--- src/hw/rtl/lru_cache_hit_counter_assert.svh ---
// Assertion macros for the LRU cache hit counter RTL.
// Expects i_clk and i_rst_n in the scope of the module that uses them.
`ifndef LRU_CACHE_HIT_COUNTER_ASSERT_SVH
`define LRU_CACHE_HIT_COUNTER_ASSERT_SVH
`ifndef SYNTHESIS
// Property holds on every clock edge outside reset
`define LCC_ASSERT(lbl, prop, msg) \
    lbl: assert property (@(posedge i_clk) disable iff (!i_rst_n) (prop)) \
        else $error(msg);
// Consequent holds in the same cycle as the antecedent
`define LCC_ASSERT_IMP(lbl, ante, cons, msg) \
    lbl: assert property (@(posedge i_clk) disable iff (!i_rst_n) (ante) |-> (cons)) \
        else $error(msg);
// Consequent holds in the cycle after the antecedent
`define LCC_ASSERT_NXT(lbl, ante, cons, msg) \
    lbl: assert property (@(posedge i_clk) disable iff (!i_rst_n) (ante) |=> (cons)) \
        else $error(msg);
`else
`define LCC_ASSERT(lbl, prop, msg)
`define LCC_ASSERT_IMP(lbl, ante, cons, msg)
`define LCC_ASSERT_NXT(lbl, ante, cons, msg)
`endif
`endif

--- src/hw/rtl/lcc_pkg.sv ---
// Shared types and constants of the LRU cache hit counter.
// No dependencies; used by every other file of the block but the assertion header.
package lcc_pkg;

    // Default sizes
    localparam int MAX_ENTRIES_DEF = 16;
    localparam int KEY_BITS_DEF    = 32;

    // Fixed field widths
    localparam int CAP_BITS      = 5;
    localparam int COUNT_BITS    = 16;
    localparam int CFG_IDX_BITS  = 2;
    localparam int CFG_DATA_BITS = 16;

    // Register indexes
    localparam logic [CFG_IDX_BITS-1:0] CFG_CAPACITY = 2'd0;
    localparam logic [CFG_IDX_BITS-1:0] CFG_HIT_GOAL = 2'd1;

    // Register reset values
    localparam logic [CAP_BITS-1:0]   CAP_RESET  = 5'd16;
    localparam logic [COUNT_BITS-1:0] GOAL_RESET = 16'd0;

    // Controller states
    typedef enum logic [1:0] {
        S_IDLE,
        S_LOOK,
        S_UPD
    } t_state;

    // Controller to datapath
    typedef struct packed {
        logic load;    // capture the input beat
        logic look;    // run the tag compare and register the hits
        logic commit;  // apply the update and load the result register
    } t_cmd;

    // Datapath to controller
    typedef struct packed {
        logic out_free;  // result register can take a new beat this cycle
    } t_stat;

endpackage

--- src/hw/rtl/lcc_in_if.sv ---
// Access channel of the LRU cache hit counter: valid/ready plus key and run mark.
// Depends on lcc_pkg for the default key width.
interface lcc_in_if #(
    parameter int KEY_BITS = lcc_pkg::KEY_BITS_DEF
);
    logic                valid;
    logic                ready;
    logic [KEY_BITS-1:0] access_key;
    logic                last_in_run;

    modport source (output valid, output access_key, output last_in_run, input ready);
    modport sink   (input valid, input access_key, input last_in_run, output ready);
endinterface

--- src/hw/rtl/lcc_out_if.sv ---
// Result channel of the LRU cache hit counter: valid/ready plus result fields.
// Depends on lcc_pkg for the default key and count widths.
interface lcc_out_if #(
    parameter int KEY_BITS = lcc_pkg::KEY_BITS_DEF
);
    logic                          valid;
    logic                          ready;
    logic                          hit;
    logic                          evicted_valid;
    logic [KEY_BITS-1:0]           evicted_key;
    logic [lcc_pkg::COUNT_BITS-1:0] hit_total;
    logic                          goal_met;
    logic                          run_done;

    modport source (
        output valid, output hit, output evicted_valid, output evicted_key,
        output hit_total, output goal_met, output run_done, input ready
    );
    modport sink (
        input valid, input hit, input evicted_valid, input evicted_key,
        input hit_total, input goal_met, input run_done, output ready
    );
endinterface

--- src/hw/rtl/lcc_ctrl.sv ---
// Sequencer of the LRU cache hit counter: accept, look up, commit.
// Depends on lcc_pkg for the state, command and status types.
module lcc_ctrl (
    input  logic           i_clk,
    input  logic           i_rst_n,
    input  logic           i_in_valid,
    output logic           o_in_ready,
    input  lcc_pkg::t_stat i_stat,
    output lcc_pkg::t_cmd  o_cmd
);

    lcc_pkg::t_state r_state;
    lcc_pkg::t_state n_state;
    logic            w_accept;

    // State register
    always_ff @(posedge i_clk) begin
        if (!i_rst_n) begin
            r_state <= lcc_pkg::S_IDLE;
        end else begin
            r_state <= n_state;
        end
    end

    // Next state and commands; take a beat while idle or in the commit cycle
    always_comb begin
        n_state      = r_state;
        o_in_ready   = 1'b0;
        o_cmd.look   = 1'b0;
        o_cmd.commit = 1'b0;
        case (r_state)
            lcc_pkg::S_IDLE: begin
                o_in_ready = 1'b1;
            end
            lcc_pkg::S_LOOK: begin
                o_cmd.look = 1'b1;
            end
            lcc_pkg::S_UPD: begin
                o_in_ready   = i_stat.out_free;
                o_cmd.commit = i_stat.out_free;
            end
            default: begin
                o_in_ready = 1'b0;
            end
        endcase
        w_accept   = i_in_valid && o_in_ready;
        o_cmd.load = w_accept;
        case (r_state)
            lcc_pkg::S_IDLE: begin
                if (w_accept) begin
                    n_state = lcc_pkg::S_LOOK;
                end
            end
            lcc_pkg::S_LOOK: begin
                n_state = lcc_pkg::S_UPD;
            end
            lcc_pkg::S_UPD: begin
                if (i_stat.out_free) begin
                    n_state = w_accept ? lcc_pkg::S_LOOK : lcc_pkg::S_IDLE;
                end
            end
            default: begin
                n_state = lcc_pkg::S_IDLE;
            end
        endcase
    end

endmodule

--- src/hw/rtl/lcc_datapath.sv ---
// Tag store, recency ranks, hit counter, config registers and result register.
// Depends on lcc_pkg, lcc_out_if and lru_cache_hit_counter_assert.svh.
`include "lru_cache_hit_counter_assert.svh"
module lcc_datapath #(
    parameter int MAX_ENTRIES = lcc_pkg::MAX_ENTRIES_DEF,
    parameter int KEY_BITS    = lcc_pkg::KEY_BITS_DEF
) (
    input  logic                              i_clk,
    input  logic                              i_rst_n,
    input  logic                              i_cfg_we,
    input  logic [lcc_pkg::CFG_IDX_BITS-1:0]  i_cfg_idx,
    input  logic [lcc_pkg::CFG_DATA_BITS-1:0] i_cfg_data,
    input  logic [KEY_BITS-1:0]               i_access_key,
    input  logic                              i_last_in_run,
    input  lcc_pkg::t_cmd                     i_cmd,
    output lcc_pkg::t_stat                    o_stat,
    lcc_out_if.source                         o_out
);

    localparam int RW = (MAX_ENTRIES > 1) ? $clog2(MAX_ENTRIES) : 1;
    localparam int OW = $clog2(MAX_ENTRIES + 1);
    localparam int CW = (OW > lcc_pkg::CAP_BITS) ? OW : lcc_pkg::CAP_BITS;
    localparam int NB = lcc_pkg::COUNT_BITS;

    // Config registers
    logic [lcc_pkg::CAP_BITS-1:0] r_cap;
    logic [NB-1:0]                r_goal;

    // Cache state
    logic [KEY_BITS-1:0]    r_tag   [MAX_ENTRIES];
    logic [MAX_ENTRIES-1:0] r_valid;
    logic [RW-1:0]          r_rank  [MAX_ENTRIES];
    logic [OW-1:0]          r_occ;
    logic [NB-1:0]          r_count;

    // Captured beat
    logic [KEY_BITS-1:0] r_key;
    logic                r_last;

    // Lookup results
    logic [MAX_ENTRIES-1:0] r_hit_oh;
    logic [MAX_ENTRIES-1:0] r_lru_oh;
    logic [MAX_ENTRIES-1:0] r_free_oh;
    logic [RW-1:0]          r_hit_rank;
    logic [KEY_BITS-1:0]    r_ev_tag;

    // Result register
    logic                r_out_valid;
    logic                r_out_hit;
    logic                r_out_ev_valid;
    logic [KEY_BITS-1:0] r_out_ev_key;
    logic [NB-1:0]       r_out_total;
    logic                r_out_goal;
    logic                r_out_done;

    // Lookup combinational
    logic [MAX_ENTRIES-1:0] w_match;
    logic [MAX_ENTRIES-1:0] w_lru;
    logic [MAX_ENTRIES-1:0] w_free;
    logic [MAX_ENTRIES-1:0] w_hit_oh;
    logic [MAX_ENTRIES-1:0] w_lru_oh;
    logic [MAX_ENTRIES-1:0] w_free_oh;
    logic [RW-1:0]          w_hit_rank;
    logic [KEY_BITS-1:0]    w_ev_tag;

    // Update combinational
    logic                   w_hit;
    logic                   w_full;
    logic                   w_evict;
    logic [CW-1:0]          w_eff_cap;
    logic [CW-1:0]          w_cap_ext;
    logic [MAX_ENTRIES-1:0] w_ins_oh;
    logic [NB-1:0]          w_count_inc;
    logic [NB-1:0]          n_count;
    logic [OW-1:0]          n_occ;
    logic [MAX_ENTRIES-1:0] n_valid;
    logic [RW-1:0]          n_rank  [MAX_ENTRIES];
    logic                   w_taken;

    // Compare every lane, then keep the lowest matching lane of each kind
    always_comb begin
        w_hit_rank = '0;
        w_ev_tag   = '0;
        for (int i = 0; i < MAX_ENTRIES; i++) begin
            w_match[i] = r_valid[i] && (r_tag[i] == r_key);
            w_lru[i]   = r_valid[i] && (r_rank[i] == '0);
            w_free[i]  = !r_valid[i];
        end
        w_hit_oh  = w_match & (~w_match + 1'b1);
        w_lru_oh  = w_lru & (~w_lru + 1'b1);
        w_free_oh = w_free & (~w_free + 1'b1);
        for (int i = 0; i < MAX_ENTRIES; i++) begin
            w_hit_rank = w_hit_rank | (r_rank[i] & {RW{w_hit_oh[i]}});
            w_ev_tag   = w_ev_tag | (r_tag[i] & {KEY_BITS{w_lru_oh[i]}});
        end
    end

    // Clamp capacity to one .. MAX_ENTRIES
    always_comb begin
        w_cap_ext = CW'(r_cap);
        if (r_cap == '0) begin
            w_eff_cap = CW'(1);
        end else if (w_cap_ext > CW'(MAX_ENTRIES)) begin
            w_eff_cap = CW'(MAX_ENTRIES);
        end else begin
            w_eff_cap = w_cap_ext;
        end
        w_full  = CW'(r_occ) >= w_eff_cap;
        w_hit   = |r_hit_oh;
        w_evict = !w_hit && w_full && (|r_lru_oh);
        if (w_hit) begin
            w_ins_oh = '0;
        end else if (w_evict) begin
            w_ins_oh = r_lru_oh;
        end else begin
            w_ins_oh = r_free_oh;
        end
        w_count_inc = (w_hit && (r_count != '1)) ? r_count + 1'b1 : r_count;
        n_count     = r_last ? '0 : w_count_inc;
    end

    // Recency update: promote the hit or inserted lane, age the ones above the gap
    always_comb begin
        n_valid = r_valid;
        n_occ   = r_occ;
        for (int i = 0; i < MAX_ENTRIES; i++) begin
            n_rank[i] = r_rank[i];
        end
        if (w_hit) begin
            for (int i = 0; i < MAX_ENTRIES; i++) begin
                if (r_hit_oh[i]) begin
                    n_rank[i] = RW'(r_occ - 1'b1);
                end else if (r_valid[i] && (r_rank[i] > r_hit_rank)) begin
                    n_rank[i] = r_rank[i] - 1'b1;
                end
            end
        end else if (w_evict) begin
            for (int i = 0; i < MAX_ENTRIES; i++) begin
                if (r_lru_oh[i]) begin
                    n_rank[i] = RW'(r_occ - 1'b1);
                end else if (r_valid[i] && (r_rank[i] != '0)) begin
                    n_rank[i] = r_rank[i] - 1'b1;
                end
            end
        end else if (|r_free_oh) begin
            for (int i = 0; i < MAX_ENTRIES; i++) begin
                if (r_free_oh[i]) begin
                    n_rank[i]  = RW'(r_occ);
                    n_valid[i] = 1'b1;
                end
            end
            n_occ = r_occ + 1'b1;
        end
        // Drop the whole cache at the end of a run
        if (r_last) begin
            n_valid = '0;
            n_occ   = '0;
            for (int i = 0; i < MAX_ENTRIES; i++) begin
                n_rank[i] = '0;
            end
        end
    end

    assign w_taken         = r_out_valid && o_out.ready;
    assign o_stat.out_free = !r_out_valid || o_out.ready;

    // Control state, config and result valid
    always_ff @(posedge i_clk) begin
        if (!i_rst_n) begin
            r_cap       <= lcc_pkg::CAP_RESET;
            r_goal      <= lcc_pkg::GOAL_RESET;
            r_valid     <= '0;
            r_occ       <= '0;
            r_count     <= '0;
            r_out_valid <= 1'b0;
            for (int i = 0; i < MAX_ENTRIES; i++) begin
                r_rank[i] <= '0;
            end
        end else begin
            if (i_cfg_we) begin
                case (i_cfg_idx)
                    lcc_pkg::CFG_CAPACITY: r_cap  <= i_cfg_data[lcc_pkg::CAP_BITS-1:0];
                    lcc_pkg::CFG_HIT_GOAL: r_goal <= i_cfg_data[NB-1:0];
                    default: begin
                    end
                endcase
            end
            if (i_cmd.commit) begin
                r_valid <= n_valid;
                r_occ   <= n_occ;
                r_count <= n_count;
                for (int i = 0; i < MAX_ENTRIES; i++) begin
                    r_rank[i] <= n_rank[i];
                end
            end
            if (i_cmd.commit) begin
                r_out_valid <= 1'b1;
            end else if (w_taken) begin
                r_out_valid <= 1'b0;
            end
        end
    end

    // Payload registers
    always_ff @(posedge i_clk) begin
        if (i_cmd.load) begin
            r_key  <= i_access_key;
            r_last <= i_last_in_run;
        end
        if (i_cmd.look) begin
            r_hit_oh   <= w_hit_oh;
            r_lru_oh   <= w_lru_oh;
            r_free_oh  <= w_free_oh;
            r_hit_rank <= w_hit_rank;
            r_ev_tag   <= w_ev_tag;
        end
        if (i_cmd.commit) begin
            for (int i = 0; i < MAX_ENTRIES; i++) begin
                if (w_ins_oh[i]) begin
                    r_tag[i] <= r_key;
                end
            end
            r_out_hit      <= w_hit;
            r_out_ev_valid <= w_evict;
            r_out_ev_key   <= w_evict ? r_ev_tag : '0;
            r_out_total    <= w_count_inc;
            r_out_goal     <= w_count_inc >= r_goal;
            r_out_done     <= r_last;
        end
    end

    assign o_out.valid         = r_out_valid;
    assign o_out.hit           = r_out_hit;
    assign o_out.evicted_valid = r_out_ev_valid;
    assign o_out.evicted_key   = r_out_ev_key;
    assign o_out.hit_total     = r_out_total;
    assign o_out.goal_met      = r_out_goal;
    assign o_out.run_done      = r_out_done;

    // Occupancy tracks the valid lanes and never passes the entry count
    `LCC_ASSERT(a_occ_matches_valid, $countones(r_valid) == int'(r_occ), "occupancy mismatch")
    `LCC_ASSERT(a_occ_bound, int'(r_occ) <= MAX_ENTRIES, "occupancy above entry count")
    // A run end leaves an empty cache and a zero count
    `LCC_ASSERT_NXT(a_run_clear, i_cmd.commit && r_last, (r_valid == '0) && (r_count == '0),
        "cache not cleared after run end")
    // A hit never evicts
    `LCC_ASSERT_IMP(a_hit_no_evict, r_out_valid && r_out_hit, !r_out_ev_valid,
        "eviction reported on a hit")

endmodule

--- src/hw/rtl/lru_cache_hit_counter.sv ---
// LRU cache hit counter, top level: sequencer plus datapath.
// Depends on lcc_pkg, lcc_in_if, lcc_out_if, lcc_ctrl and lcc_datapath.
//
// Usage:
//   i_in carries one access per beat: access_key and last_in_run.
//   o_out returns exactly one result beat per access, in order: hit,
//   evicted_valid, evicted_key, hit_total, goal_met and run_done.
//   The write port (i_cfg_we, i_cfg_idx, i_cfg_data) sets capacity (index 0)
//   and hit_goal (index 1); write it only while no access is in flight.
// Timing:
//   After it is accepted, an access goes through the parallel tag compare
//   over all entries (S_LOOK), then the recency and counter update (S_UPD),
//   which also loads the result register.
//   A new access is accepted in the update cycle, so a new access can enter
//   while the last one commits, as long as the result side keeps up.
// Reset:
//   Cache empty, hit count zero, capacity 16, hit_goal 0. Accesses are taken
//   straight out of reset.
// Stall:
//   The result register holds until taken. One more access may be taken and
//   looked up meanwhile; its update then waits, and no further access is
//   accepted until the result register frees up.
module lru_cache_hit_counter #(
    parameter int MAX_ENTRIES = lcc_pkg::MAX_ENTRIES_DEF,
    parameter int KEY_BITS    = lcc_pkg::KEY_BITS_DEF
) (
    input  logic                              i_clk,
    input  logic                              i_rst_n,
    input  logic                              i_cfg_we,
    input  logic [lcc_pkg::CFG_IDX_BITS-1:0]  i_cfg_idx,
    input  logic [lcc_pkg::CFG_DATA_BITS-1:0] i_cfg_data,
    lcc_in_if.sink                            i_in,
    lcc_out_if.source                         o_out
);

    lcc_pkg::t_cmd  w_cmd;
    lcc_pkg::t_stat w_stat;
    logic           w_in_ready;

    assign i_in.ready = w_in_ready;

    // Sequencer
    lcc_ctrl u_ctrl (
        .i_clk      (i_clk),
        .i_rst_n    (i_rst_n),
        .i_in_valid (i_in.valid),
        .o_in_ready (w_in_ready),
        .i_stat     (w_stat),
        .o_cmd      (w_cmd)
    );

    // Cache, counter and result register
    lcc_datapath #(
        .MAX_ENTRIES (MAX_ENTRIES),
        .KEY_BITS    (KEY_BITS)
    ) u_datapath (
        .i_clk         (i_clk),
        .i_rst_n       (i_rst_n),
        .i_cfg_we      (i_cfg_we),
        .i_cfg_idx     (i_cfg_idx),
        .i_cfg_data    (i_cfg_data),
        .i_access_key  (i_in.access_key),
        .i_last_in_run (i_in.last_in_run),
        .i_cmd         (w_cmd),
        .o_stat        (w_stat),
        .o_out         (o_out)
    );

endmodule
--- src/flat_wrapper.sv ---
// flat-port wrapper written by rule: the top's interface ports become plain ports
module lru_cache_hit_counter_flat 
#(
    parameter int MAX_ENTRIES = lcc_pkg::MAX_ENTRIES_DEF,
    parameter int KEY_BITS    = lcc_pkg::KEY_BITS_DEF
)
  (i_clk, i_rst_n, i_cfg_we, i_cfg_idx, i_cfg_data, i_in_valid, i_in_access_key, i_in_last_in_run, i_in_ready, o_out_valid, o_out_hit, o_out_evicted_valid, o_out_evicted_key, o_out_hit_total, o_out_goal_met, o_out_run_done, o_out_ready);
  lcc_in_if #(.KEY_BITS(KEY_BITS)) i_in_i ();
  lcc_out_if #(.KEY_BITS(KEY_BITS)) o_out_i ();
  input  logic i_clk;
  input  logic i_rst_n;
  input  logic i_cfg_we;
  input  logic [lcc_pkg::CFG_IDX_BITS-1:0] i_cfg_idx;
  input  logic [lcc_pkg::CFG_DATA_BITS-1:0] i_cfg_data;
  input wire logic [$bits(i_in_i.valid)-1:0] i_in_valid;
  input wire logic [$bits(i_in_i.access_key)-1:0] i_in_access_key;
  input wire logic [$bits(i_in_i.last_in_run)-1:0] i_in_last_in_run;
  output wire logic [$bits(i_in_i.ready)-1:0] i_in_ready;
  output wire logic [$bits(o_out_i.valid)-1:0] o_out_valid;
  output wire logic [$bits(o_out_i.hit)-1:0] o_out_hit;
  output wire logic [$bits(o_out_i.evicted_valid)-1:0] o_out_evicted_valid;
  output wire logic [$bits(o_out_i.evicted_key)-1:0] o_out_evicted_key;
  output wire logic [$bits(o_out_i.hit_total)-1:0] o_out_hit_total;
  output wire logic [$bits(o_out_i.goal_met)-1:0] o_out_goal_met;
  output wire logic [$bits(o_out_i.run_done)-1:0] o_out_run_done;
  input wire logic [$bits(o_out_i.ready)-1:0] o_out_ready;
  assign i_in_i.valid = i_in_valid;
  assign i_in_i.access_key = i_in_access_key;
  assign i_in_i.last_in_run = i_in_last_in_run;
  assign i_in_ready = i_in_i.ready;
  assign o_out_valid = o_out_i.valid;
  assign o_out_hit = o_out_i.hit;
  assign o_out_evicted_valid = o_out_i.evicted_valid;
  assign o_out_evicted_key = o_out_i.evicted_key;
  assign o_out_hit_total = o_out_i.hit_total;
  assign o_out_goal_met = o_out_i.goal_met;
  assign o_out_run_done = o_out_i.run_done;
  assign o_out_i.ready = o_out_ready;
  lru_cache_hit_counter #(.MAX_ENTRIES(MAX_ENTRIES), .KEY_BITS(KEY_BITS)) u_core (.i_clk(i_clk), .i_rst_n(i_rst_n), .i_cfg_we(i_cfg_we), .i_cfg_idx(i_cfg_idx), .i_cfg_data(i_cfg_data), .i_in(i_in_i), .o_out(o_out_i));
endmodule
--- config.mk ---
export PLATFORM = sky130hd
export DESIGN_NAME = lru_cache_hit_counter_flat
export DESIGN_NICKNAME = d
export VERILOG_FILES = /design/src/hw/rtl/lcc_pkg.sv /design/src/hw/rtl/lcc_in_if.sv /design/src/hw/rtl/lcc_out_if.sv /design/src/hw/rtl/lcc_ctrl.sv /design/src/hw/rtl/lcc_datapath.sv /design/src/hw/rtl/lru_cache_hit_counter.sv /design/src/flat_wrapper.sv
export VERILOG_INCLUDE_DIRS = /design/src /design/src/hw/rtl
export SDC_FILE = /design/constraint.sdc
export NUM_CORES = 2
export LEC_CHECK = 0
export BUFFER_PORTS_ARGS = -buffer_cell sky130_fd_sc_hd__buf_2
export CAP_MARGIN = 20
export CORE_MARGIN = 1.5
export CORE_UTILIZATION = 40
export CTS_BUF_LIST = sky130_fd_sc_hd__clkbuf_2
export DETAILED_ROUTE_END_ITERATION = 7
export GPL_TIMING_DRIVEN = 0
export PLACE_DENSITY = 0.56
export SETUP_SLACK_MARGIN = 0.4
export SLEW_MARGIN = 30
export SYNTH_ARGS = -nofsm -noshare
export SYNTH_HDL_FRONTEND = slang
export SYNTH_HIERARCHICAL = 1
export SYNTH_SLANG_ARGS = --single-unit
--- constraint.sdc ---
create_clock -name i_clk -period 6.1 [get_ports i_clk]
set_input_delay 0.61 -clock i_clk [delete_from_list [all_inputs] [get_ports i_clk]]
set_output_delay 0.61 -clock i_clk [all_outputs]
set_load 0.01 [all_outputs]
Word level (Yosys, flattened, before mapping) --
Memory sizes are Yosys's and may differ from the RTL's. Index checks and enable logic that the tools add are counted.
Storage, ports and cells: bits in registers 230, latch bits 0, memory bits (writable) 576, bits in read-only memories 0, bits of input ports 56, output and inout port bits 54, word-level logic and storage cells 541, memories kept 2
Memory list:
- u_core.u_datapath.r_tag | words 16, width 32, read ports 16, clocked after memory_dff 0, wr ports 16, line lcc_datapath.sv:30 | logic [KEY_BITS-1:0] r_tag [MAX_ENTRIES];
- u_core.u_datapath.r_rank | words 16, width 4, read ports 16, clocked after memory_dff 0, wr ports 16, line lcc_datapath.sv:32 | logic [RW-1:0] r_rank [MAX_ENTRIES];
Operators by class: add/subtract/negate cells 22, multiply operators 0, divide/modulo/power cells 0, $lt $le $gt $ge 19, equality and inequality tests 24, shift-type cells 0, mux-type cells 191, bitwise gates (word level) 84, reductions and logical operators 164
Operator list (count):
- 32-bit AND | 16
- 32-bit equality test | 16
- 32-bit OR | 15
- 4-bit 2-to-1 mux | 96
- 64-bit 2-to-1 mux | 4
- 16-bit 2-to-1 mux | 8
- 5-bit AND reduction | 16
- 1-bit 2-to-1 mux | 73
- 1-bit logical AND | 69
- 4-bit by 1-bit subtractor with 4-bit output, second input constant | 17
- 16-bit by 1-bit adder with 16-bit output, second input constant | 4
- 4-bit AND | 16
- 4-bit > comparator | 16
- 4-bit logical NOT | 16
- 4-bit nonzero test | 16
- 4-bit OR | 15
- 16-bit AND | 3
- 16-bit inverter | 3
- 16-bit OR reduction | 3
- 2-bit nonzero test | 18
- 5-bit 2-to-1 mux | 6
- 1-bit logical NOT | 18
- 16-bit >= comparator | 1
- 16-bit != test, second input constant | 1
- other kinds (15) | 38

Depth between registers and ports, before layout --
An unclocked memory read counts as a cell.
depth in word-level cells 22, depth in mapped cells 18, depth with buffers taken out 16

By module --
Netlist, hierarchy kept.
By module, submodules not included:
- lcc_datapath | times used 1, cells each 3369, area each 40831.7 um^2, seq. area each 23552.6 um^2
- lcc_ctrl | times used 1, cells each 12, area each 120.1 um^2, seq. area each 40.0 um^2

Worst setup path before layout --
Ideal clock, no wire load.
path kind input to register, start in o_out_ready, end mem u_core/u_datapath/r_tag[0][192] (netlist name), enable pin, library setup time 0.432 ns, arrival 4.396 ns, required time 5.668 ns, path slack 1.272 ns, stages on the path 5, buffers on the path 1, cell sequence nand2b_1 > and3b_1 > nand2_1 > clkbuf_1 > a21oi_1
RTL lines:
- start: declaration | line flat_wrapper.sv:26 | input wire logic [$bits(o_out_i.ready)-1:0] o_out_ready;
- end: declaration | line lcc_datapath.sv:30

Worst setup path after layout --
start reg u_core.u_datapath.r_key[7], end reg u_core.u_datapath.r_hit_rank[3], data pin
Between the ends: cells in the longest elaborated chain, start to end 21, elaborated cells between the ends (all ways) 66, those cells by class add/sub (1); eq/ne (16); bitwise (33); reduce/logical (16)
RTL lines:
- start: declaration | line lcc_datapath.sv:37 | logic [KEY_BITS-1:0] r_key;
- start signal: assignment | line lcc_datapath.sv:207 | r_key <= i_access_key;
- 32-bit equality test | line lcc_datapath.sv:85 | w_match[i] = r_valid[i] && (r_tag[i] == r_key);
- 1-bit logical AND | line lcc_datapath.sv:85
- 16-bit inverter | line lcc_datapath.sv:89 | w_hit_oh = w_match & (~w_match + 1'b1);
- 16-bit by 1-bit adder with 16-bit output | line lcc_datapath.sv:89
- 16-bit AND (*) | line lcc_datapath.sv:89
- 4-bit AND | line lcc_datapath.sv:93 | w_hit_rank = w_hit_rank | (r_rank[i] & {RW{w_hit_oh[i]}});
- 4-bit OR (14 in a row) | line lcc_datapath.sv:93
- 4-bit OR (*) | line lcc_datapath.sv:93
- via u_core.u_datapath.w_hit_rank[3] | line lcc_datapath.sv:63 | logic [RW-1:0] w_hit_rank;
- end signal: assignment | line lcc_datapath.sv:214 | r_hit_rank <= w_hit_rank;
- end: declaration | line lcc_datapath.sv:44 | logic [RW-1:0] r_hit_rank;
The timed path passes the listed nets; every way through them passes the cells marked *. A chain may end at the register's enable or synchronous reset.

==> key figures <==
Critical path
  – Crit path max-delay family: compound AO/OA/AOI/OAI gates
  – Buffers and inverters on the worst path: 3
  – Worst path max stage delay: 1060 ps
  – CP Cell Sequence: buf_2 -> buf_2 -> xnor2_1 -> nand4_1 -> nor4_1 -> nand3_1 -> and2_1 -> clkbuf_1 -> nand3b_1 -> o221ai_1 -> a2111oi_1 -> o221ai_1
  – Worst setup path category: flop to flop
  – Slowest-stage cell, CP: a2111oi_1
  – Req. time, crit path: 7300 ps
  – RR Endpoint: u_core/u_datapath/r_hit_rank[3]$_DFFE_PP_
  – CP Launch Type: flop
  – Reg2reg start: u_core/u_datapath/r_key[7]$_DFFE_PP_
  – Worst Path Max Fanout: 17
  – CP Data Arrival Time: 6810 ps
  – Crit path capture type: flop
  – Reg2reg path depth: 12
  – R2r setup slk: 480 ps

Power and ir drop
  – Sw Ratio: 27.9%
  – Comb pwr share: 8.7%
  – Pwr Density: 235 nW/um^2
  – Sequential power share: 56.1%
  – VDD IR-drop max: 0.177 mV
  – Leak: 16.8 nW
  – Internal power: 8.04 mW
  – Clock share of power: 35.2%
  – P_sw: 3.11 mW

STA
  – Final Skew: 123 ps
  – Relative slew slack: 26.6%
  – Fin worst setup slack: 481 ps
  – RSZ-0062 raised after global routing: false
  – Final hold slack: 224 ps
  – Tcrit/Tclk final: 92.1%
  – Min Tclk post-route: 5620 ps
  – Fin. max-slew vios: 0
  – Fmax: 178 MHz
  – # setup viols final: 0
  – Hold Vio Cnt, Final: 0
  – Slew @ Worst Pin: 1100 ps

Logic synthesis
  – Cells after synthesis: 3381
  – Post-Syn Nets: 3557
  – Post-synth cell types: 69
  – Post-synth top area cell: edfxtp_1
  – Ys flop type: edfxtp_1
  – Post-synth EDFFs: 745
  – Post-synthesis async set-or-reset flop share: 0%
  – Syn Area/Cell: 12.1 um^2
  – Ys Warns: 6
  – Cell area after synthesis: 41000 um^2
  – Seq/Total Area, Yosys: 57.6%
  – Yosys reg bits: 806
  – Top-area cell type share of the netlist area: 54.6%
  – Top cells by area, synth: edfxtp_1 (55%), xnor2_1 (7.8%), xor2_1 (4.0%)

Global routing
  – Total global-route track usage: 28.0%
  – Largest net degree at the start of global routing: 85
  – First-pass GRT wire length: 208000 um
  – Antenna violations before repair: 6
  – Vias in the first global route: 29.7k
  – Grt ovf: 0

CTS
  – H-tree depth: 4
  – Clock Latency Late Sink: 1590 ps
  – CTS Buf Count: 207
  – CTS Root Cell: clkbuf_2
  – # Post-CTS Setup Buffers: 0
  – Num Clock Sinks: 806
  – CTS tree: built
  – Clock slew at reported path FFs: 110 ps
  – Max clock buf depth: 3

Floorplanning
  – Die area: 104000 um^2
  – Initial core utilization: 40.3%
  – Die Wd: 323 um
  – Cell Rows: 117
  – Top Ports: 110
  – Core area: 102000 um^2
  – Die H: 323 um

Run status
  – Status: finished clean

Min path
  – Hold depth: 5
  – Hold crit path type: primary input to flop
  – Hold Path End: u_core/u_datapath/r_goal[0]$_SDFFE_PN0P_
  – Hold_sp: i_cfg_we

Final layout
  – Post-route insts no fill: 5404
  – Layout cells sized above 1: 15.0%
  – Post-layout util: 46.7%
  – Final Net Count: 4044
  – Syn-to-layout area delta: 16.0%
  – Filler cells: 9463

Route
  – Routed len/inst: 27.4 um
  – DRT Wirelength: 148000 um
  – Initial drt markers: 4761
  – 1st-pass router iterations: 8
  – Routed Antenna Nets: 0
  – Via density: 5.82
  – DRC viols: 0
  – Routed vias: 31.5k

Place
  – DP Wirelength: 109000 um
  – Port bufs: 109
  – Placed insts: 4888
  – GP Congestion: 0.931
  – Setup WS pre-CTS: 512 ps

Flow run
  – Max-capacitance violation count: 0
## cells in the mapped netlist, types with 12 or more instances
master     instances
edfxtp_1         745
xnor2_1          366
nand2_1          247
xor2_1           188
nor2_1           166
clkbuf_1         143
nand4_1          137
ha_1             120
o21ai_0          118
a21oi_1          108
inv_1            100
a221oi_1          82
nor4_1            68
a222oi_1          66
buf_2             64
dfxtp_1           61
mux2i_1           56
nand3_1           49
nor3_1            46
and2_1            44
o211ai_1          40
and3_1            38
a221o_1           32
a22oi_1           32
nor2b_1           27
o22ai_1           24
a21o_1            23
nand2b_1          20
a21boi_0          17
a2111oi_0         14
nor3b_1           14
buf_4             12
## stage by stage
step | area (um^2) | setup TNS, ps | power, mW
floorplan | 41000 | 0 | 6.87
global placement | 43200 | -1023320 | 7.24
detailed placement | 44100 | 0 | 7.26
CTS | 47500 | 0 | 11.2
global route | 47500 | 0 | 11.6
finish | 47500 | 0 | 11.2
## flip-flops by register name, indices dropped and copies added, names as in the netlist, 16 cells and up
| name | count |
|---|---|
| u_core/u_datapath/r_rank | 64 |
| u_core/u_datapath/r_valid | 16 |
| u_core/u_datapath/r_key | 32 |
| u_core/u_datapath/r_tag | 512 |
| u_core/u_datapath/r_ev_tag | 32 |
| u_core/u_datapath/r_goal | 16 |
| u_core/u_datapath/r_count | 16 |
| u_core/u_datapath/r_free_oh | 16 |
| u_core/u_datapath/o_out.hit_total | 16 |
| u_core/u_datapath/r_lru_oh | 16 |
| u_core/u_datapath/o_out.evicted_key | 32 |
| u_core/u_datapath/r_hit_oh | 16 |
## cell families after synthesis
kind of cell    Yosys count  synth area share (%)
simple gates            894                  11.2
flops                   806                  57.6
compound gates          618                  10.8
xor+xnor                554                  11.8
buf+inv                 333                  3.43
fa+ha+maj               120                  3.67
mux                      56                  1.37
## power by group through the flow
stage               sequential, mW  combinational [mW]  clock (mW)
floorplan                     6.31               0.559           0
global placement              6.38               0.864           0
detailed placement            6.38               0.877           0
CTS                           6.25               0.944        4.01
global route                  6.26                1.03        4.27
finish                        6.26               0.971        3.93
## worst max path at each step
stage	start	to	slack [ps]	cells after the start
2_1_floorplan	o_out_ready	u_core/u_datapath/r_tag[0][192]$_DFFE_PP_	1270	5
3_3_place_gp	o_out_ready	u_core/u_datapath/r_tag[1][80]$_DFFE_PP_	-2140	6
3_5_place_dp	u_core/u_datapath/r_key[19]$_DFFE_PP_	u_core/u_datapath/r_hit_rank[3]$_DFFE_PP_	510	10
4_1_cts	u_core/u_datapath/r_key[19]$_DFFE_PP_	u_core/u_datapath/r_hit_rank[3]$_DFFE_PP_	450	10
5_1_grt	u_core/u_datapath/r_key[24]$_DFFE_PP_	u_core/u_datapath/r_hit_rank[0]$_DFFE_PP_	460	12
6_report	u_core/u_datapath/r_key[7]$_DFFE_PP_	u_core/u_datapath/r_hit_rank[3]$_DFFE_PP_	480	12
## routing by layer
metal / share of wire, % / routed length (um) / vias up / track usage [%]
li1: - / - / 13848 / -
met1: 41 / 61000 / 15536 / 38.2
met2: 46 / 67400 / 1800 / 43.6
met3: 9.6 / 14300 / 281 / 5.68
met4: 3.5 / 5250 / 0 / 11.1
met5: 0 / 0 / - / 0
## worst register-to-register path: stages (launching register included)
cell	delay (ps)
edfxtp_1	830
buf_2	400
buf_2	430
xnor2_1	280
nand4_1	250
nor4_1	400
nand3_1	420
and2_1	310
clkbuf_1	200
nand3b_1	200
o221ai_1	260
a2111oi_1	1060
o221ai_1	270
## cells in the final DEF, fill, tap and decap left out, types with 11 or more instances in the layout
master,Yosys,routed
edfxtp_1,745,745
xnor2_1,366,365
clkbuf_2,0,320
nand2_1,247,247
xor2_1,188,188
buf_2,64,174
nor2_1,166,165
clkbuf_1,143,142
dlygate4sd3_1,0,139
nand4_1,137,137
ha_1,120,120
o21ai_0,118,117
inv_1,100,97
a21oi_1,108,92
a221oi_1,82,82
a222oi_1,66,66
nor4_1,68,65
dfxtp_1,61,61
mux2i_1,56,56
nand3_1,49,49
nor3_1,46,44
and2_1,44,44
o211ai_1,40,40
and3_1,38,38
clkinv_1,0,34
a22oi_1,32,32
a221o_1,32,32
nor2b_1,27,27
o22ai_1,24,24
a21o_1,23,23
nand2b_1,20,20
a21boi_0,17,17
a21oi_4,0,16
buf_16,0,16
nor3b_1,14,12
buf_4,12,11
buf_8,0,11
## timing repair
item,4_1_cts,5_1_grt
hold buffers,139,0
hold endpoints to repair,112,0
endpoints found under the setup margin,0,4
gates resized for setup,0,1
## area by class of cell
cell class | count | area, um^2 | area share, %
Timing Repair Buffer | 278 | 2580 | 5.43
Inverter | 103 | 387 | 0.814
Buffer | 230 | 1020 | 2.16
Sequential cell | 806 | 23600 | 49.7
Multi-Input combinational cell | 2242 | 16200 | 34.2
Tap cell | 1368 | 1710 | 3.60
Clock inverter | 51 | 352 | 0.740
Antenna cell | 7 | 17.5 | 0.0369
Clock buffer | 319 | 1600 | 3.36
(Power assumes the default switching activity.)
